## src/rtl/core/psfe_pkg.sv

```systemverilog
`timescale 1ns / 1ps
package psfe_pkg;

  localparam int unsigned OP_LOAD = 0;
  localparam int unsigned OP_EVAL = 1;

  localparam logic [1:0] CFG_FIT_MODE    = 2'd0;
  localparam logic [1:0] CFG_POLY_DEGREE = 2'd1;
  localparam logic [1:0] CFG_KNOT_COUNT  = 2'd2;
  localparam logic [1:0] CFG_INV_MEAN    = 2'd3;

  typedef struct packed {
    logic               operation;
    logic [5:0]         row_index;
    logic signed [31:0] knot_position;
    logic signed [31:0] knot_value;
    logic signed [31:0] slope_linear;
    logic signed [31:0] slope_quadratic;
    logic signed [31:0] slope_cubic;
    logic [23:0]        wave;
  } in_item_t;

  typedef struct packed {
    logic signed [31:0] flux;
    logic               saturated;
  } out_item_t;

  // evaluate job handed from front to back
  typedef struct packed {
    logic signed [31:0] x;
    logic               sat;
  } job_t;

  // 36 bits hold a full 32x32 product shifted by 28 plus a 32-bit addend
  function automatic logic signed [31:0] clip32(input logic signed [35:0] v,
                                                 output logic hit);
    logic signed [31:0] r;
    hit = 1'b0;
    r = v[31:0];
    if (v > 36'sd2147483647) begin
      hit = 1'b1;
      r = 32'sh7FFFFFFF;
    end else if (v < -36'sd2147483648) begin
      hit = 1'b1;
      r = 32'sh80000000;
    end
    return r;
  endfunction

endpackage

```

## src/rtl/core/psfe_front.sv

```systemverilog
`timescale 1ns / 1ps
// Front: takes items, does loads, computes normalised x for evaluates.
module psfe_front #(
  parameter int MAX_KNOTS = 64
) (
  input  logic                clk,
  input  logic                rst_n,
  input  logic                in_push,
  output logic                in_full,
  input  psfe_pkg::in_item_t  in_item,
  input  logic [31:0]         inv_mean,
  output logic                ld_we,
  output logic [5:0]          ld_row,
  output psfe_pkg::in_item_t  ld_item,
  output logic                job_valid,
  output psfe_pkg::job_t      job,
  input  logic                job_full,
  input  logic                eval_busy
);
  logic        busy_r, busy_nxt;
  logic [55:0] prod_r;
  logic        acc;

  assign acc = in_push && !in_full;
  // a load waits until no evaluate is left to read the tables
  assign in_full = busy_r || job_full ||
                   (eval_busy && (in_item.operation == 1'(psfe_pkg::OP_LOAD)));

  // loads: row_index is 6 bits, rows at or above MAX_KNOTS ignored
  assign ld_we   = acc && (in_item.operation == 1'(psfe_pkg::OP_LOAD)) &&
                   ({26'd0, in_item.row_index} < 32'(MAX_KNOTS));
  assign ld_row  = in_item.row_index;
  assign ld_item = in_item;

  assign busy_nxt = acc && (in_item.operation == 1'(psfe_pkg::OP_EVAL));

  always_ff @(posedge clk) begin
    if (!rst_n) busy_r <= 1'b0;
    else busy_r <= busy_nxt;
    if (busy_nxt) prod_r <= {32'd0, in_item.wave} * {24'd0, inv_mean};
  end

  assign job_valid = busy_r;
  always_comb begin
    if (prod_r[55:51] != 5'd0) begin
      job.x = 32'sh7FFFFFFF;
      job.sat = 1'b1;
    end else begin
      job.x = prod_r[51:20];
      job.sat = 1'b0;
    end
  end
endmodule

```

## config.mk

```make
export PLATFORM = sky130hd
export DESIGN_NAME = psfe_front
export DESIGN_NICKNAME = d
export VERILOG_FILES = /design/src/rtl/core/psfe_pkg.sv /design/src/rtl/core/psfe_front.sv
export SDC_FILE = /design/constraint.sdc
export NUM_CORES = 2
export LEC_CHECK = 0
export ABC_AREA = 1
export BUFFER_PORTS_ARGS = -buffer_cell sky130_fd_sc_hd__buf_4
export CORE_ASPECT_RATIO = 0.5
export CORE_UTILIZATION = 32
export CTS_CLUSTER_DIAMETER = 80
export CTS_CLUSTER_SIZE = 28
export DETAILED_ROUTE_END_ITERATION = 6
export PLACE_DENSITY = 0.52
export SYNTH_ARGS = -nofsm -noshare
export SYNTH_HDL_FRONTEND = slang
export SYNTH_SLANG_ARGS = --single-unit
```

## constraint.sdc

```tcl
create_clock -name clk -period 6.8 [get_ports clk]
set_input_delay 1.02 -clock clk [delete_from_list [all_inputs] [get_ports clk]]
set_output_delay 1.02 -clock clk [all_outputs]
set_load 0.005 [all_outputs]
```

==> metrics.txt <==
# TYPE chip_impl_metric gauge
chip_impl_metric{name="maximum_number_of_pins_on_one_net_before_global_route_repair",unit=""} 37
chip_impl_metric{name="vias_per_cell",unit=""} 4.464
chip_impl_metric{name="clock-skew-final",unit="ns"} 0.009862
chip_impl_metric{name="diodes",unit=""} 0
chip_impl_metric{name="final.min_clock_period",unit="ns"} 6.659
chip_impl_info{name="critical_path.startpoint",value="inv_mean[16]"} 1
chip_impl_metric{name="drc_errors",unit=""} 0
chip_impl_metric{name="dpl_hpwl",unit="um"} 76150
chip_impl_metric{name="clk_latency",unit="ns"} 0.31
chip_impl_info{name="ctsRootBufferMaster",value="sky130_fd_sc_hd__clkbuf_16"} 1
chip_impl_metric{name="ratio_of_cells_with_drive_above_1_in_the_final_layout",unit="%"} 17.17
chip_impl_metric{name="top_level_ports",unit=""} 461
chip_impl_metric{name="start_util",unit="%"} 32.40
chip_impl_metric{name="worst-r2r-setup-slack",unit="ns"} 5.19
chip_impl_metric{name="clk_transition_reported_paths",unit="ns"} 0.07
chip_impl_metric{name="synthesized_net_count",unit=""} 4845
chip_impl_metric{name="core",unit="sq um"} 88640
chip_impl_metric{name="ff2ff_path_depth",unit=""} 4
chip_impl_metric{name="max_freq",unit="MHz"} 150.2
chip_impl_metric{name="place_congestion",unit=""} 0.9344
chip_impl_metric{name="firstDrtPassIters",unit=""} 7
chip_impl_metric{name="routed_wire_length_per_instance",unit="um"} 16.86
chip_impl_metric{name="synth_enable_flop_cells",unit=""} 36
chip_impl_metric{name="finalCritPeriodShare",unit="%"} 97.92
chip_impl_metric{name="ctsHtreeMaxLevel",unit=""} 2
chip_impl_metric{name="timing.final.hold_violations",unit=""} 0
chip_impl_metric{name="cts-hold-fix-buffers",unit=""} 0
chip_impl_metric{name="ant_nets",unit=""} 0
chip_impl_info{name="hold_ep",value="job_valid"} 1
chip_impl_info{name="r2r_start",value="job_valid"} 1
chip_impl_metric{name="yosys_warnings",unit=""} 0
chip_impl_info{name="worstHoldPathType",value="reg -> reg"} 1
chip_impl_metric{name="port-buffer-count",unit=""} 121
chip_impl_metric{name="die-area",unit="sq um"} 91030
chip_impl_info{name="synth.top_cells.by_count",value="sky130_fd_sc_hd__inv_1, sky130_fd_sc_hd__nand2_1, sky130_fd_sc_hd__fa_1"} 1
chip_impl_metric{name="global_route.usage.total",unit="%"} 19.29
chip_impl_metric{name="cts-buffers-inserted",unit=""} 5
chip_impl_metric{name="gr-total-overflow",unit=""} 0
chip_impl_info{name="yosys.cell_count.top_type",value="sky130_fd_sc_hd__inv_1"} 1
chip_impl_metric{name="netlist-cell-type-count",unit=""} 35
chip_impl_metric{name="timing.max_slew.rel_slack",unit="%"} 46.15
chip_impl_metric{name="syn-mean-instance-area",unit="sq um"} 7.594
chip_impl_metric{name="post_synth_instance_area",unit="sq um"} 28720
chip_impl_info{name="yosys.area.top_type",value="sky130_fd_sc_hd__fa_1"} 1
chip_impl_metric{name="dr_total_vias",unit=""} 22680
chip_impl_metric{name="layout.cells.non_filler",unit=""} 5081
chip_impl_metric{name="synthDominantCellAreaShare",unit="%"} 45.79
chip_impl_metric{name="async_flop_share",unit="%"} 0
chip_impl_metric{name="synth.ff_latch_count",unit=""} 37
chip_impl_metric{name="grt_pass1_vias",unit=""} 23830
chip_impl_info{name="timing.critical_path.to_type",value="flop"} 1
chip_impl_info{name="r2r_end",value="prod_r[47]"} 1
chip_impl_metric{name="chipWidth",unit="um"} 425.7
chip_impl_info{name="criticalPathCategory",value="in -> reg"} 1
chip_impl_metric{name="worst_pin_slew",unit="ns"} 0.8069
chip_impl_metric{name="cp.required",unit="ns"} 6.86
chip_impl_info{name="yosys-top-cells-area",value="sky130_fd_sc_hd__fa_1, sky130_fd_sc_hd__inv_1, sky130_fd_sc_hd__nand2_1"} 1
chip_impl_metric{name="synth-seq-area-share",unit="%"} 3.834
chip_impl_info{name="setup.worst_path.start_class",value="input pin"} 1
chip_impl_metric{name="slew_viol_final",unit=""} 0
chip_impl_metric{name="layout.nets",unit=""} 4958
chip_impl_metric{name="critical_path_peak_fanout",unit=""} 20
chip_impl_metric{name="cts_max_path_buffers",unit=""} 2
chip_impl_metric{name="syn-instance-count",unit=""} 3782
chip_impl_metric{name="max-cap-violations",unit=""} 0
chip_impl_metric{name="layout_fillers",unit=""} 9242
chip_impl_metric{name="hold-path-cell-count",unit=""} 3
chip_impl_info{name="cts_tree",value="done"} 1
chip_impl_metric{name="first_pass_grt_wire_length",unit="um"} 135500
chip_impl_metric{name="cp.arrival",unit="ns"} 6.72
chip_impl_metric{name="clkSinkCount",unit=""} 37
chip_impl_info{name="timing.hold.worst.start",value="job_valid"} 1
chip_impl_metric{name="drt_first_iter_violations",unit=""} 1678
chip_impl_metric{name="die_y",unit="um"} 213.8
chip_impl_metric{name="placedCellCount",unit=""} 5069
chip_impl_info{name="grt_setup_unrepaired",value="yes"} 1
chip_impl_info{name="synth_top_flop_cell",value="sky130_fd_sc_hd__edfxtp_1"} 1
chip_impl_metric{name="grt_antenna_before_repair",unit=""} 3
chip_impl_metric{name="drt_wl_total",unit="um"} 85650
chip_impl_info{name="status",value="finished, final reports clean"} 1
chip_impl_metric{name="setup-violations-final",unit=""} 0
chip_impl_metric{name="area.growth.synth_to_final",unit="%"} 15.32
chip_impl_metric{name="placementRows",unit=""} 77
-- per-stage QoR --
step	hold slack, ns	utilization (%)	setup slack (ns)	area (sq um)	TNS (ns)
6_report	0.6603	37.37	0.1411	33120	0
5_1_grt	0.7126	37.37	-0.1065	33120	-0.3237
4_1_cts	0.6681	36.25	0.005784	32130	0
3_5_place_dp	0.6532	35.82	-0.5698	31750	-13.49
3_3_place_gp	0.6341	35.82	-0.5452	31750	-13.31
2_1_floorplan	0.5681	-	0.2891	28720	0
-- worst max-delay path by stage --
stage,cells after the start,endpoint,slack [ns]
after global routing,27,prod_r[47],-0.11
after detailed placement,23,prod_r[50],-0.57
after CTS,26,prod_r[49],0.006
after global placement,24,prod_r[44],-0.55
after floorplan,24,prod_r[52],0.29
final,23,prod_r[52],0.14
-- worst max-delay path, stage by stage --
cell                       delay [ns]
sky130_fd_sc_hd__buf_8           0.18
sky130_fd_sc_hd__nand2_1         0.11
sky130_fd_sc_hd__fa_1            0.53
sky130_fd_sc_hd__inv_1           0.05
sky130_fd_sc_hd__fa_1            0.53
sky130_fd_sc_hd__fa_1            0.46
sky130_fd_sc_hd__fa_1            0.55
sky130_fd_sc_hd__fa_1            0.53
sky130_fd_sc_hd__fa_1            0.53
sky130_fd_sc_hd__inv_1           0.06
sky130_fd_sc_hd__fa_1            0.59
sky130_fd_sc_hd__inv_2           0.06
sky130_fd_sc_hd__ha_4            0.23
sky130_fd_sc_hd__buf_4           0.15
sky130_fd_sc_hd__a21oi_4         0.17
sky130_fd_sc_hd__o21ai_2         0.08
sky130_fd_sc_hd__buf_4           0.14
sky130_fd_sc_hd__a21boi_2        0.20
sky130_fd_sc_hd__nand2_1         0.14
sky130_fd_sc_hd__a21oi_1         0.20
sky130_fd_sc_hd__nand2_1         0.08
sky130_fd_sc_hd__nand2_1         0.06
sky130_fd_sc_hd__nand2_1         0.05
-- per-layer routing --
metal | vias up | share of wire [%] | GRT usage [%]
met5 | - | 0.15 | 0.7813
met4 | 8 | 1.7 | 3.621
met3 | 128 | 7.7 | 4.064
met2 | 645 | 44 | 29.83
met1 | 11360 | 46 | 27.79
li1 | 10550 | - | -
-- cells by family after synthesis --
family                   after synthesis  share of synthesized area, %
AO/OA/AOI/OAI                        147                         2.740
flip-flops                            37                         3.834
other                                  1                       0.01306
AND/OR/NAND/NOR                     1221                         16.75
buffers and inverters               1519                         22.44
XOR/XNOR                              22                        0.6709
adder cells (fa/ha/maj)              835                         53.55
-- cells in the final DEF, fill, tap and decap left out, types with 10 or more instances in the layout --
master,netlist,final
sky130_fd_sc_hd__o21ai_2,0,10
sky130_fd_sc_hd__inv_1,1176,1166
sky130_fd_sc_hd__inv_2,6,16
sky130_fd_sc_hd__o21ai_1,9,21
sky130_fd_sc_hd__nand2_2,3,26
sky130_fd_sc_hd__a21oi_1,81,54
sky130_fd_sc_hd__buf_4,198,371
sky130_fd_sc_hd__a21oi_2,0,22
sky130_fd_sc_hd__buf_8,0,15
sky130_fd_sc_hd__or2_2,31,31
sky130_fd_sc_hd__o21ai_0,36,14
sky130_fd_sc_hd__nor2_1,128,90
sky130_fd_sc_hd__ha_4,0,22
sky130_fd_sc_hd__buf_12,0,29
sky130_fd_sc_hd__fa_1,657,637
sky130_fd_sc_hd__fa_2,0,20
sky130_fd_sc_hd__nor2_2,0,32
sky130_fd_sc_hd__nand3_1,44,35
sky130_fd_sc_hd__ha_1,178,156
sky130_fd_sc_hd__nand2_1,978,954
sky130_fd_sc_hd__buf_6,0,27
sky130_fd_sc_hd__nand4_1,14,14
sky130_fd_sc_hd__edfxtp_1,36,36
-- flip-flops by register name, indices dropped and copies added, names as in the netlist --
| register | flops |
|---|---|
| job_valid | 1 |
| prod_r | 36 |
-- timing repair --
| action | 4_1_cts | 5_1_grt |
|---|---|---|
| buffers inserted | 0 | 3 |
| hold endpoints to repair | 0 | 0 |
| pin swaps | 12 | 56 |
| setup endpoints to repair | 24 | 36 |
| gates resized for setup | 58 | 243 |
| cloned | 0 | 1 |
-- cell type report --
cell class	instances	area (sq um)	share of cell area, %
tap	1185	1483	4.476
clock buffer	5	125.1	0.3778
inverter	1182	4437	13.40
sequential	37	1101	3.324
timing repair buffer	443	3920	11.84
clock inverter	3	21.27	0.06422
multi-input combinational	2226	22030	66.53
Power is left out: the tool's default activity adds up to more than one toggle a clock period on the data nets, which glitch-free logic cannot reach.
