File: src/rtl/core/psfe_pkg.sv
`timescale 1ns / 1ps
package psfe_pkg;

  localparam int unsigned OP_LOAD = 0;
  localparam int unsigned OP_EVAL = 1;

  localparam logic [1:0] CFG_FIT_MODE    = 2'd0;
  localparam logic [1:0] CFG_POLY_DEGREE = 2'd1;
  localparam logic [1:0] CFG_KNOT_COUNT  = 2'd2;
  localparam logic [1:0] CFG_INV_MEAN    = 2'd3;

  typedef struct packed {
    logic               operation;
    logic [5:0]         row_index;
    logic signed [31:0] knot_position;
    logic signed [31:0] knot_value;
    logic signed [31:0] slope_linear;
    logic signed [31:0] slope_quadratic;
    logic signed [31:0] slope_cubic;
    logic [23:0]        wave;
  } in_item_t;

  typedef struct packed {
    logic signed [31:0] flux;
    logic               saturated;
  } out_item_t;

  // evaluate job handed from front to back
  typedef struct packed {
    logic signed [31:0] x;
    logic               sat;
  } job_t;

  // 36 bits hold a full 32x32 product shifted by 28 plus a 32-bit addend
  function automatic logic signed [31:0] clip32(input logic signed [35:0] v,
                                                 output logic hit);
    logic signed [31:0] r;
    hit = 1'b0;
    r = v[31:0];
    if (v > 36'sd2147483647) begin
      hit = 1'b1;
      r = 32'sh7FFFFFFF;
    end else if (v < -36'sd2147483648) begin
      hit = 1'b1;
      r = 32'sh80000000;
    end
    return r;
  endfunction

endpackage

File: src/rtl/core/psfe_queue.sv
`timescale 1ns / 1ps
// Short job queue between front and back.
module psfe_queue (
  input  logic            clk,
  input  logic            rst_n,
  input  logic            wr,
  input  psfe_pkg::job_t  wdata,
  output logic            full,
  input  logic            rd,
  output logic            valid,
  output psfe_pkg::job_t  rdata
);
  psfe_pkg::job_t mem_r [2];
  logic       wp_r, rp_r;
  logic [1:0] cnt_r;

  assign full  = cnt_r == 2'd2;
  assign valid = cnt_r != 2'd0;
  assign rdata = mem_r[rp_r];

  always_ff @(posedge clk) begin
    if (!rst_n) begin
      wp_r <= 1'b0;
      rp_r <= 1'b0;
      cnt_r <= 2'd0;
    end else begin
      if (wr && !full) wp_r <= ~wp_r;
      if (rd && valid) rp_r <= ~rp_r;
      cnt_r <= cnt_r + 2'(wr && !full) - 2'(rd && valid);
    end
    if (wr && !full) mem_r[wp_r] <= wdata;
  end

  a_no_overflow: assert property (@(posedge clk) disable iff (!rst_n)
    !(wr && full)) else $error("job queue overflow");
  a_cnt_range: assert property (@(posedge clk) disable iff (!rst_n)
    cnt_r != 2'd3) else $error("queue count out of range");
  a_empty_read: assert property (@(posedge clk) disable iff (!rst_n)
    cnt_r == 2'd0 |=> !(cnt_r == 2'd2)) else $error("queue jumped");
endmodule

File: config.mk
export PLATFORM = sky130hd
export DESIGN_NAME = psfe_queue
export DESIGN_NICKNAME = d
export VERILOG_FILES = /design/src/rtl/core/psfe_pkg.sv /design/src/rtl/core/psfe_queue.sv
export SDC_FILE = /design/constraint.sdc
export NUM_CORES = 1
export LEC_CHECK = 0
export ABC_AREA = 1
export CAP_MARGIN = 20
export CORE_MARGIN = 4
export CORE_UTILIZATION = 45
export DETAILED_ROUTE_END_ITERATION = 10
export DONT_BUFFER_PORTS = 1
export GPL_TIMING_DRIVEN = 0
export PLACE_DENSITY = 0.65
export SYNTH_ARGS = -nofsm -noshare
export SYNTH_HDL_FRONTEND = slang
export SYNTH_SLANG_ARGS = --single-unit
File: constraint.sdc
create_clock -name clk -period 2.58 [get_ports clk]
set_clock_uncertainty 0.2 [all_clocks]
set_input_delay 0.516 -clock clk [delete_from_list [all_inputs] [get_ports clk]]
set_output_delay 0.516 -clock clk [all_outputs]
set_load 0.005 [all_outputs]
==> results of run 1 <==
[state kept, by name (all words and copies together), names as in the netlist, named ones only]
signal  flops
mem_r      66
rp_r        1
wp_r        1
cnt_r       2
[final cells by class]
| class | instances | area share [%] |
|---|---|---|
| Sequential cell | 71 | 66.9 |
| Multi-Input combinational cell | 57 | 19.5 |
| Clock buffer | 10 | 4.10 |
| Tap cell | 75 | 3.02 |
| Clock inverter | 5 | 2.37 |
| Buffer | 4 | 2.29 |
| Inverter | 8 | 0.965 |
| Timing Repair Buffer | 1 | 0.885 |
[cell families after synthesis]
group | count (synthesis) | share of synthesized area [%]
buf+inv | 12 | 3.64
compound gates | 2 | 0.360
simple gates | 20 | 2.83
fa+ha+maj | 2 | 0.900
flops | 71 | 74.9
mux | 33 | 17.4
[synth_stat cells]
cell      instances
edfxtp_1         66
mux2_4           30
nand2_1           9
inv_1             8
nor2_1            8
dfxtp_1           5
buf_12            3
mux2_2            3
nand3_1           3
a21oi_1           2
ha_1              2
buf_6             1
[layer usage]
layer  global-route usage, %  vias to the layer above  routed length [um]
met4                    8.07                        0                  94
met1                    11.7                      552                1550
met3                    5.80                       10                 427
met5                       0                        -                   0
met2                    20.7                       46                2330
li1                        -                      543                   -
[through the flow]
stage                     setup WS [ns]  instance area (um^2)  hold WS (ns)  cells  total power [mW]
after floorplan                   0.520                  2780         0.267    140              2.11
after global placement            0.127                  2880         0.287    215              2.21
after CTS                         0.523                  3110        0.0559    231              3.18
final                             0.581                  3110        0.0766    231              3.13
after global routing              0.420                  3110        0.0450    231              3.29
after detailed placement          0.534                  2910         0.313    216              2.27
[power by group through the flow]
stage / Sequential, mW / Clock [mW] / Combinational, mW
finish: 1.52 / 0.904 / 0.707
global route: 1.53 / 0.996 / 0.761
CTS: 1.52 / 0.931 / 0.732
detailed placement: 1.54 / 0 / 0.728
global placement: 1.53 / 0 / 0.679
floorplan: 1.53 / 0 / 0.587
[how the worst min path moves through the flow]
stage | startpoint | to
after detailed placement | rp_r | rp_r
after global routing | wdata[11] | mem_r[1][11]
after global placement | rp_r | rp_r
final | wdata[11] | mem_r[1][11]
after floorplan | rp_r | register
after CTS | wdata[11] | mem_r[1][11]
==> metrics.md, run 1 <==
| Metric | Value |
|---|---|
| Status | complete, no violations |
| Post-route ant nets | 0 |
| Initial drt markers | 63 |
| Layout cells sized above 1 | between 30 and 40% |
| Initial core utilization | 46.7% |
| Number of buffer and inverter stages on the critical path | 1 |
| Post-Synthesis Cells | 140 |
| Drt total wl | 4400 um |
| Hold Path Cell Cnt | 0 |
| CTS tree | yes |
| Drt drc | 0 |
| Reg2reg path depth | 4 |
| Fin Setup TNS | 0 ns |
| Clk pwr share | 28.9% |
| Most frequent cells in the layout | edfxtp_1, mux2_4, nand2_1, clkbuf_8, inv_1 |
| Gate power share | roughly 23% |
| Vias | 1151 |
| Worst slew pin tran | 0.952 ns |
| Overall Global Routing Usage | 12.2% |
| Syn Area/Cell | 19.9 um^2 |
| Max_slew headroom | 36.4% |
| Synthesis-to-layout area growth | 11.9% |
| Mapped Area | 2780 um^2 |
| Net count after synthesis | between 150 and 200 |
| Final hold violation count | 0 |
| ANT cells | 0 |
| Util after Layout | 52.2% |
| Max-cap violations | 0 |
| #FFs+latches synth | 71 |
| Post-CTS Setup Bufs | 0 |
| Critical R2R Launch | cnt_r[0] |
| Routed len/inst | 19.0 um |
| Register share of total power | 48.5% |
| Vias in the first global route | 1265 |
| Final Critical Period | between 1.5 and 2 ns |
| Type of origin of the critical path | register |
| Initial DRT Pass Iterations | 4 |
| Row count | 28 |
| CP delay by family, top | simple AND/OR/NAND/NOR gates |
| R2r setup slk | approximately 0.58 ns |
| Root buf cell | clkbuf_8 |
| CP startpoint | cnt_r[0] |
| First-pass GRT wire length | 6500 um |
| Critical-path maximum fanout | 33 |
| Fin nets | around 190 |
| Top-area cell type share of the netlist area | a little under three quarters |
| Synth top area cells | edfxtp_1, mux2_4, dfxtp_1 |
| Clk_lat worst skew | about 0.32 ns |
| Reg clk slew, reported paths | roughly 0.070 ns |
| Hpwl dp | 3090 um |
| NetSw | 772 uW |
| Antenna violations before repair | 0 |
| Max frequency | 500 MHz |
| Longest Clk Path Bufs | 2 |
| Arr. time, crit path | 1.75 ns |
| Internal | 2.35 mW |
| Critical-path cell list | inv_1, nand2_1, nand2_1, nor2_4 |
| Reg area | roughly 2100 um^2 |
| CTS sink cnt | 71 |
| Vias per cell | 4.98 |
| GR Overflow Total | 0 |
| Die width | 86.6 um |
| Post-CTS sizing | 0 |
| H-tree depth | 3 |
| Ratio of final minimum period to clock period | 77.5% |
| Most common cell after layout, fill and taps aside | edfxtp_1 |
| Area leader, netlist | edfxtp_1 |
| Worst IR Drop VDD | just over 0.0006 V |
| Finish-stage setup viols | 0 |
| RSZ-0062 raised after global routing | no |
| Cell variety after synth | 12 |
| CP Capture Point | mem_r[0][3] |
| R2R Path End | mem_r[0][3] |
| Largest net degree at the start of global routing | 34 |
| Critical path class | register to register |
| CTS buffer count | 9 |
| Power Density | 1000 nW/um^2 |
| Slowest CP cell | nor2_4 |
| Slew Viols, Final | 0 |
| Switching Fraction | between 20 and 25% |
| Synth warn | 0 |
| Port Buffer Count | 0 |
| GP Congestion | 0.688 |
| Seq/Total Area, Yosys | 74.9% |
| Leak | 1.14 nW |
| Hold-fix buffers at CTS | 0 |
| Fill cells | 494 |
| Core area | 5960 um^2 |
| Io pins | 72 |
| CP endpoint kind | register |
| Die ar. | 7500 um^2 |
| Most frequent CP cell | nand2_1 |
| HP Class | input pin to register |
| Die height | 86.6 um |
| Multi-input gate area | 606 um^2 |
| Critical path required time | around 2.3 ns |
| Crit path depth | 4 |
| CP max stage delay | 0.74 ns |
No activity file was read; power rests on OpenSTA's default activity.
==> run 2, diff against run 1 <==
--- a/config.mk
+++ b/config.mk
@@ -12,7 +12,7 @@
 export DETAILED_ROUTE_END_ITERATION = 10
 export DONT_BUFFER_PORTS = 1
 export GPL_TIMING_DRIVEN = 0
-export PLACE_DENSITY = 0.65
+export PLACE_DENSITY = 0.63
 export SYNTH_ARGS = -nofsm -noshare
 export SYNTH_HDL_FRONTEND = slang
 export SYNTH_SLANG_ARGS = --single-unit
==> constraint.sdc (replaced) <==
create_clock -name clk -period 2 [get_ports clk]
set_clock_uncertainty 0.2 [all_clocks]
set_input_delay 0.4 -clock clk [delete_from_list [all_inputs] [get_ports clk]]
set_output_delay 0.4 -clock clk [all_outputs]
set_load 0.005 [all_outputs]
==> run 2 against run 1 <==
Critical path type unchanged. Utilization grew 5.8 points. Via count grew 14%. Global-route usage grew 0.55 points. Sequential power grew 29%. Register-to-register slack lost 0.48 ns. Critical endpoint is now cnt_r[1].
==> metrics.md, run 2 (same netlist as run 1, synthesis figures left out) <==
| Metric | Value |
|---|---|
| CP max stage delay | 0.36 ns (-0.38 ns) |
| Biggest register | mem_r |
| GP Congestion | 0.687 (about the same) |
| Longest Clk Path Bufs | 2 (unchanged) |
| H-tree depth | 3 (unchanged) |
| Most frequent cells in the layout | edfxtp_1, dlygate4sd3_1, mux2_4 |
| CP endpoint kind | register |
| PnR Total Power | 3.99 mW (+28%) |
| CTS sink cnt | 71 (unchanged) |
| Max-cap violations | 0 (unchanged) |
| Die height | 86.6 um (unchanged) |
| Switching Fraction | 25.9% (+1.2 points) |
| Hold Path Cell Cnt | 2 (+2) |
| Hold WS | 0.0345 ns (-0.0421 ns) |
| Largest regs | mem_r (66), cnt_r (2) |
| Synthesis-to-layout area growth | 24.2% |
| Reg clk slew, reported paths | 0.07 ns (about the same) |
| Clk pwr share | 26.3% (-2.6 points) |
| GR Overflow Total | 0 (unchanged) |
| CP delay by family, top | simple AND/OR/NAND/NOR gates |
| Type of origin of the critical path | register |
| Vias per cell | 4.91 (-1.5%) |
| Critical-path maximum fanout | 4 (-88%) |
| Root buf cell | clkbuf_8 |
| Leak | 1.27 nW (+11%) |
| Final hold violation count | 0 (unchanged) |
| Antenna violations before repair | 0 (unchanged) |
| Critical path required time | 2.06 ns (-0.27 ns) |
| Hpwl dp | 2970 um (-3.8%) |
| Largest net degree at the start of global routing | 18 (-47%) |
| Final setup margin | 0.104 ns (-0.477 ns) |
| Internal | 2.96 mW (+26%) |
| Row count | 28 (unchanged) |
| Number of buffer and inverter stages on the critical path | 3 (+2) |
| Vias in the first global route | 1424 (+13%) |
| Max frequency | 527 MHz (+5.4%) |
| Critical R2R Launch | cnt_r[0] |
| Initial DRT Pass Iterations | 4 (unchanged) |
| Reg2reg path depth | 11 (+7) |
| Final Non-Filler Cells | 267 (+16%) |
| R2r setup slk | 0.10 ns (-0.48 ns) |
| Layout cells sized above 1 | 29.2% (-4.2 points) |
| Vias | 1311 (+14%) |
| RSZ-0062 raised after global routing | no |
| Dpl ws | -0.0227 ns (-0.556 ns) |
| Critical path class | register to register |
| Io pins | 72 (unchanged) |
| CTS buffer count | 9 (unchanged) |
| Worst IR Drop VDD | 0.000832 V (+36%) |
| Initial drt markers | 35 (-44%) |
| Fin nets | 226 (+18%) |
| Slew Viols, Final | 0 (unchanged) |
| ANT cells | 0 (unchanged) |
| Clk_lat worst skew | 0.33 ns (about the same) |
| Max FFs per register | 66 (unchanged) |
| CTS tree | yes |
| Max_slew headroom | 67.2% (+31 points) |
| Hold Startpoint | rst_n |
| Dpl cells | 216 (unchanged) |
| Routed len/inst | 16.8 um (-11%) |
| HP Class | input pin to register |
| Post-route ant nets | 0 (unchanged) |
| CP startpoint | cnt_r[0] |
| Initial core utilization | 46.7% (unchanged) |
| Finish-stage setup viols | 0 (unchanged) |
| Ratio of final minimum period to clock period | 94.8% (+17 points) |
| Arr. time, crit path | 1.95 ns (+0.20 ns) |
| Die width | 86.6 um (unchanged) |
| Slowest CP cell | dfxtp_1 |
| First-pass GRT wire length | 6850 um (+5.4%) |
| Status | complete, no violations |
| Critical-path cell list | inv_1, nand2_1, nand2_2, ha_1, inv_1, ha_1, inv_1, nand2_1, nand3_1, nand2_1, nor2_1 |
| NetSw | 1.03 mW (+34%) |
| Power Density | 1160 nW/um^2 (+15%) |
| Drt drc | 0 (unchanged) |
| Most common cell after layout, fill and taps aside | edfxtp_1 |
| Final Critical Period | 1.90 ns (-0.103 ns) |
| Post-CTS Setup Bufs | 0 (unchanged) |
| R2R Path End | cnt_r[1] |
| Overall Global Routing Usage | 12.7% (+0.55 points) |
| Die ar. | 7500 um^2 (unchanged) |
| Gate power share | 24.7% (+2.1 points) |
| Worst slew pin tran | 0.490 ns (-0.461 ns) |
| Port Buffer Count | 0 (unchanged) |
| Drt total wl | 4500 um (+2.3%) |
| Register share of total power | 49.0% (+0.5 points) |
| Core area | 5960 um^2 (unchanged) |
run 2: per-layer routing:
layer,share of wire (%),track usage [%]
met1,34,11.4
met2,57,23.9
met3,7.0,4.66
met4,1.9,7.65
met5,0,0
run 2: area by class of cell:
cell class | count | area (um^2)
multi-input cells | 58 | 619
flip-flops and latches | 71 | 2080
clock buffers | 9 | 124
fillers | 460 | 2500
repair buffers | 35 | 368
inverters | 8 | 33.8
clock inverters | 7 | 63.8
well taps | 75 | 93.8
plain buffers | 4 | 71.3
run 2: how the worst max path moves through the flow:
stage | endpoint | slack [ns] | cells past startpoint
final | cnt_r[1] | 0.10 | 11
after global routing | cnt_r[1] | 0.001 | 11
after CTS | cnt_r[1] | 0.03 | 11
after detailed placement | mem_r[0][25] | -0.02 | 4
after global placement | mem_r[1][29] | -0.14 | 4
after floorplan | mem_r[1][0] | 0.18 | 4
run 2: repair_timing:
action	CTS	global route
hold buffers	34	0
hold endpoints to repair	69	0
pin swaps	1	0
endpoints found under the setup margin	50	1
resized for setup	2	1
gates cloned	1	0
run 2: worst reg2reg max path, delay by kind of cell (launching register included):
kind / cells / cell delay, ns
fa+ha+maj: 2 / 0.49
simple gates: 6 / 0.60
buf+inv: 3 / 0.18
flops: 1 / 0.36
run 2: metrics by stage:
stage / setup TNS (ns) / area, um^2 / utilization, %
2_1_floorplan: 0 / 2790 / -
3_3_place_gp: -4.69 / 2880 / 48.4
3_5_place_dp: -0.777 / 2910 / 48.9
4_1_cts: 0 / 3450 / 58.0
5_1_grt: 0 / 3460 / 58.0
6_report: 0 / 3460 / 58.0
run 2: power by group through the flow:
stage	combinational [mW]	sequential (mW)	clock (mW)
3_5_place_dp	0.932	1.99	0
2_1_floorplan	0.761	1.97	0
6_report	0.987	1.96	1.05
3_3_place_gp	0.876	1.98	0
5_1_grt	1.08	1.97	1.17
4_1_cts	1.01	1.96	1.09
==> run 3, diff against run 2 <==
--- a/config.mk
+++ b/config.mk
@@ -5,14 +5,13 @@
 export SDC_FILE = /design/constraint.sdc
 export NUM_CORES = 1
 export LEC_CHECK = 0
-export ABC_AREA = 1
 export CAP_MARGIN = 20
 export CORE_MARGIN = 4
 export CORE_UTILIZATION = 45
 export DETAILED_ROUTE_END_ITERATION = 10
 export DONT_BUFFER_PORTS = 1
 export GPL_TIMING_DRIVEN = 0
-export PLACE_DENSITY = 0.63
+export PLACE_DENSITY = 0.65
 export SYNTH_ARGS = -nofsm -noshare
 export SYNTH_HDL_FRONTEND = slang
 export SYNTH_SLANG_ARGS = --single-unit
==> constraint.sdc (replaced) <==
create_clock -name clk -period 1.7 [get_ports clk]
set_clock_uncertainty 0.2 [all_clocks]
set_input_delay 0.34 -clock clk [delete_from_list [all_inputs] [get_ports clk]]
set_output_delay 0.34 -clock clk [all_outputs]
set_load 0.005 [all_outputs]
==> run 3 against run 2 <==
The run now ends with setup timing left. Critical path depth decreased by 8. Count of clock-buffer cells in the layout up 6. Non-clock buffer count grew 6. Largest cell class unchanged.
==> metrics.md, run 3 <==
| Metric | Value |
|---|---|
| Seq/Total Area, Yosys | 75.1% (+0.27 points) |
| Hold Path Cell Cnt | 2 (unchanged) |
| Finish-stage setup viols | 30 (+30) |
| Met3 wire length | 318 um (+0.95%) |
| R2R Path End | cnt_r[1] |
| Type of origin of the critical path | register |
| Most frequent cells in the layout | edfxtp_1, dlygate4sd3_1, mux2_4 |
| Die ar. | 7480 um^2 (-0.33%) |
| CP endpoint kind | output pin |
| CTS tree | yes |
| Drt total wl | 4840 um (+7.6%) |
| Critical path required time | 1.16 ns (-0.90 ns) |
| R2r setup slk | 0.02 ns (-0.08 ns) |
| Die width | 86.5 um (-0.17%) |
| EDFF count, synth | 66 (unchanged) |
| Largest regs | mem_r (66), cnt_r (2) |
| First-pass GRT wire length | 7160 um (+4.5%) |
| Fill cells | 474 (+3.0%) |
| ANT cells | 0 (unchanged) |
| Max_slew headroom | 65.6% (-1.6 points) |
| GP Congestion | 0.695 (+1.1%) |
| Biggest register | mem_r |
| Clk_lat worst skew | 0.32 ns (about the same) |
| Ys async rst share | 0% (unchanged) |
| #FFs+latches synth | 71 (unchanged) |
| Arr. time, crit path | 1.26 ns (-0.69 ns) |
| Overall Global Routing Usage | 13.6% (+0.82 points) |
| M1 wire length | 1870 um (+22%) |
| Synth top area cells | edfxtp_1, mux2_4, dfxtp_1 |
| Initial core utilization | 46.5% (-0.17 points) |
| Met2 routed WL | 2590 um (+1.1%) |
| Drt drc | 0 (unchanged) |
| Final hold violation count | 0 (unchanged) |
| Synthesis-to-layout area growth | 27.9% |
| Longest Clk Path Bufs | 2 (unchanged) |
| Antenna violations before repair | 0 (unchanged) |
| Mapped Area | 2770 um^2 (-0.36%) |
| Ratio of final minimum period to clock period | 106% |
| Vias in the first global route | 1383 (-2.9%) |
| Leak | 1.28 nW (+1.1%) |
| Slew Viols, Final | 0 (unchanged) |
| Syn Area/Cell | 21.5 um^2 (+8.1%) |
| Vias per cell | 4.82 (-1.9%) |
| Largest net degree at the start of global routing | 34 (+16) |
| Hpwl dp | 2870 um (-3.3%) |
| Critical-path cell list | buf_6, buf_12, mux2_4 |
| PnR Total Power | 4.80 mW (+20%) |
| Top-area cell type share of the netlist area | 71.5% (+0.26 points) |
| Initial DRT Pass Iterations | 4 (unchanged) |
| Die height | 86.5 um (-0.17%) |
| CP Capture Point | rdata[13] |
| Final setup margin | -0.103 ns (-0.207 ns) |
| Critical R2R Launch | cnt_r[1] |
| Max frequency | 555 MHz |
| Status | finished, violations left |
| Synth warn | 0 (unchanged) |
| Layout cells sized above 1 | 36.7% (+7.5 points) |
| CP max stage delay | 0.33 ns (-0.03 ns) |
| Reg clk slew, reported paths | 0.07 ns (about the same) |
| Failing checks | setup timing |
| Final Critical Period | between 1.5 and 2 ns |
| Power Density | 1350 nW/um^2 (+17%) |
| Dpl ws | -0.305 ns (-0.283 ns) |
| CTS sink cnt | 71 (unchanged) |
| CTS buffer count | 9 (unchanged) |
| Post-route ant nets | 0 (unchanged) |
| Row count | 28 (unchanged) |
| Port Buffer Count | 0 (unchanged) |
| Post-synth top flop | edfxtp_1 |
| Net count after synthesis | 168 (-6.1%) |
| Worst IR Drop VDD | 0.000805 V (-3.2%) |
| Max-cap violations | 0 (unchanged) |
| Core area | 5960 um^2 (unchanged) |
| H-tree depth | 3 (unchanged) |
| Io pins | 72 (unchanged) |
| HP Class | input pin to register |
| Cell with the most instances after synthesis | edfxtp_1 |
| Area leader, netlist | edfxtp_1 |
| Max FFs per register | 66 (unchanged) |
| Critical-path maximum fanout | 10 (+6) |
| Vias | 1267 (-3.4%) |
| Reg2reg path depth | 7 (-4) |
| Initial drt markers | 62 (+77%) |
| Cell variety after synth | 18 (+6) |
| Routed len/inst | 18.4 um (+9.3%) |
| GR Overflow Total | 0 (unchanged) |
| Synth top cells by count | edfxtp_1, mux2_4, dfxtp_1, nor2_1 |
| Post-Synthesis Cells | 129 (-7.9%) |
| DR top layer | met4 |
| Fin nets | 222 (-1.8%) |
| Worst slew pin tran | 0.515 ns (+0.0241 ns) |
| Critical path class | register to output pin |
| RSZ-0062 raised after global routing | yes |
| Root buf cell | clkbuf_8 |
| Most common cell after layout, fill and taps aside | edfxtp_1 |
| Slowest CP cell | dfxtp_2 |
run 3: cell count changes after synthesis, sizes merged, moves of 2 or more:
cell	before	now
a21oi	2	0
inv	8	3
nand2	9	2
nand2b	0	2
nand3	3	0
nor2	8	4
xnor2	0	2
run 3: per-stage QoR:
stage          instances  setup TNS, ns  instance area (um^2)  hold slack, ns  utilization [%]
5_1_grt              263          -4.73                  3540           0.147             59.5
6_report             263          -2.73                  3540           0.166             59.5
4_1_cts              260          -3.66                  3510        0.000294             59.0
2_1_floorplan        129              0                  2790           0.239                -
3_3_place_gp         204         -10.62                  2880           0.239             48.4
3_5_place_dp         204         -15.39                  2880           0.239             48.4
run 3: cell type report:
class,count,area [um^2],area share [%]
buffer,4,71.3,2.01
clock buffer,15,166,4.69
clock inverter,1,5.00,0.141
inverter,3,11.3,0.318
multi-input combinational,53,701,19.8
sequential,71,2090,58.9
tap,75,93.8,2.65
timing repair buffer,41,408,11.5
run 3: worst min path at each step:
stage,end,slack [ns],start
floorplan,mem_r[0][0],0.24,wdata[0]
global placement,mem_r[0][15],0.24,wdata[15]
detailed placement,mem_r[1][14],0.24,wdata[14]
CTS,wp_r,0.0003,wr
global route,mem_r[0][14],0.15,wr
finish,mem_r[0][19],0.17,wr
run 3: cell families after synthesis:
group	count (synthesis)	synth area share, %
xor gates and xnor gates	3	0.948
DFF	71	75.1
AOI/OAI and AO/OA	1	0.271
buffers and inverters	7	2.98
muxes	34	17.8
adders and majority gates	2	0.903
and+or+nand+nor	11	1.94
run 3: worst max-delay path, delay by kind of cell (launching register included):
kind	cells	cell delay, ns
buffers and inverters	2	0.30
DFF	1	0.33
muxes	1	0.32
run 3: timing repair:
action / 4_1_cts / 5_1_grt
hold buffers: 34 / 1
buffers inserted: 5 / 1
endpoints found under the hold margin: 71 / 1
setup endpoints to repair: 100 / 68
gates cloned: 1 / 1
pin swaps: 5 / 3
gates resized for setup: 13 / 2
run 3: metal layers:
layer	GRT usage, %	vias up
met3	4.75	6
met2	23.8	50
met4	7.65	0
met1	14.0	608
met5	0	-
li1	-	603
run 3: power breakdown:
part           leakage (nW)  switching [mW]  internal [mW]  total (mW)
Sequential            0.659          0.0908           2.21        2.30
Combinational         0.534           0.603          0.768        1.37
Clock                0.0877           0.520          0.610        1.13
Total                  1.28            1.21           3.59        4.80
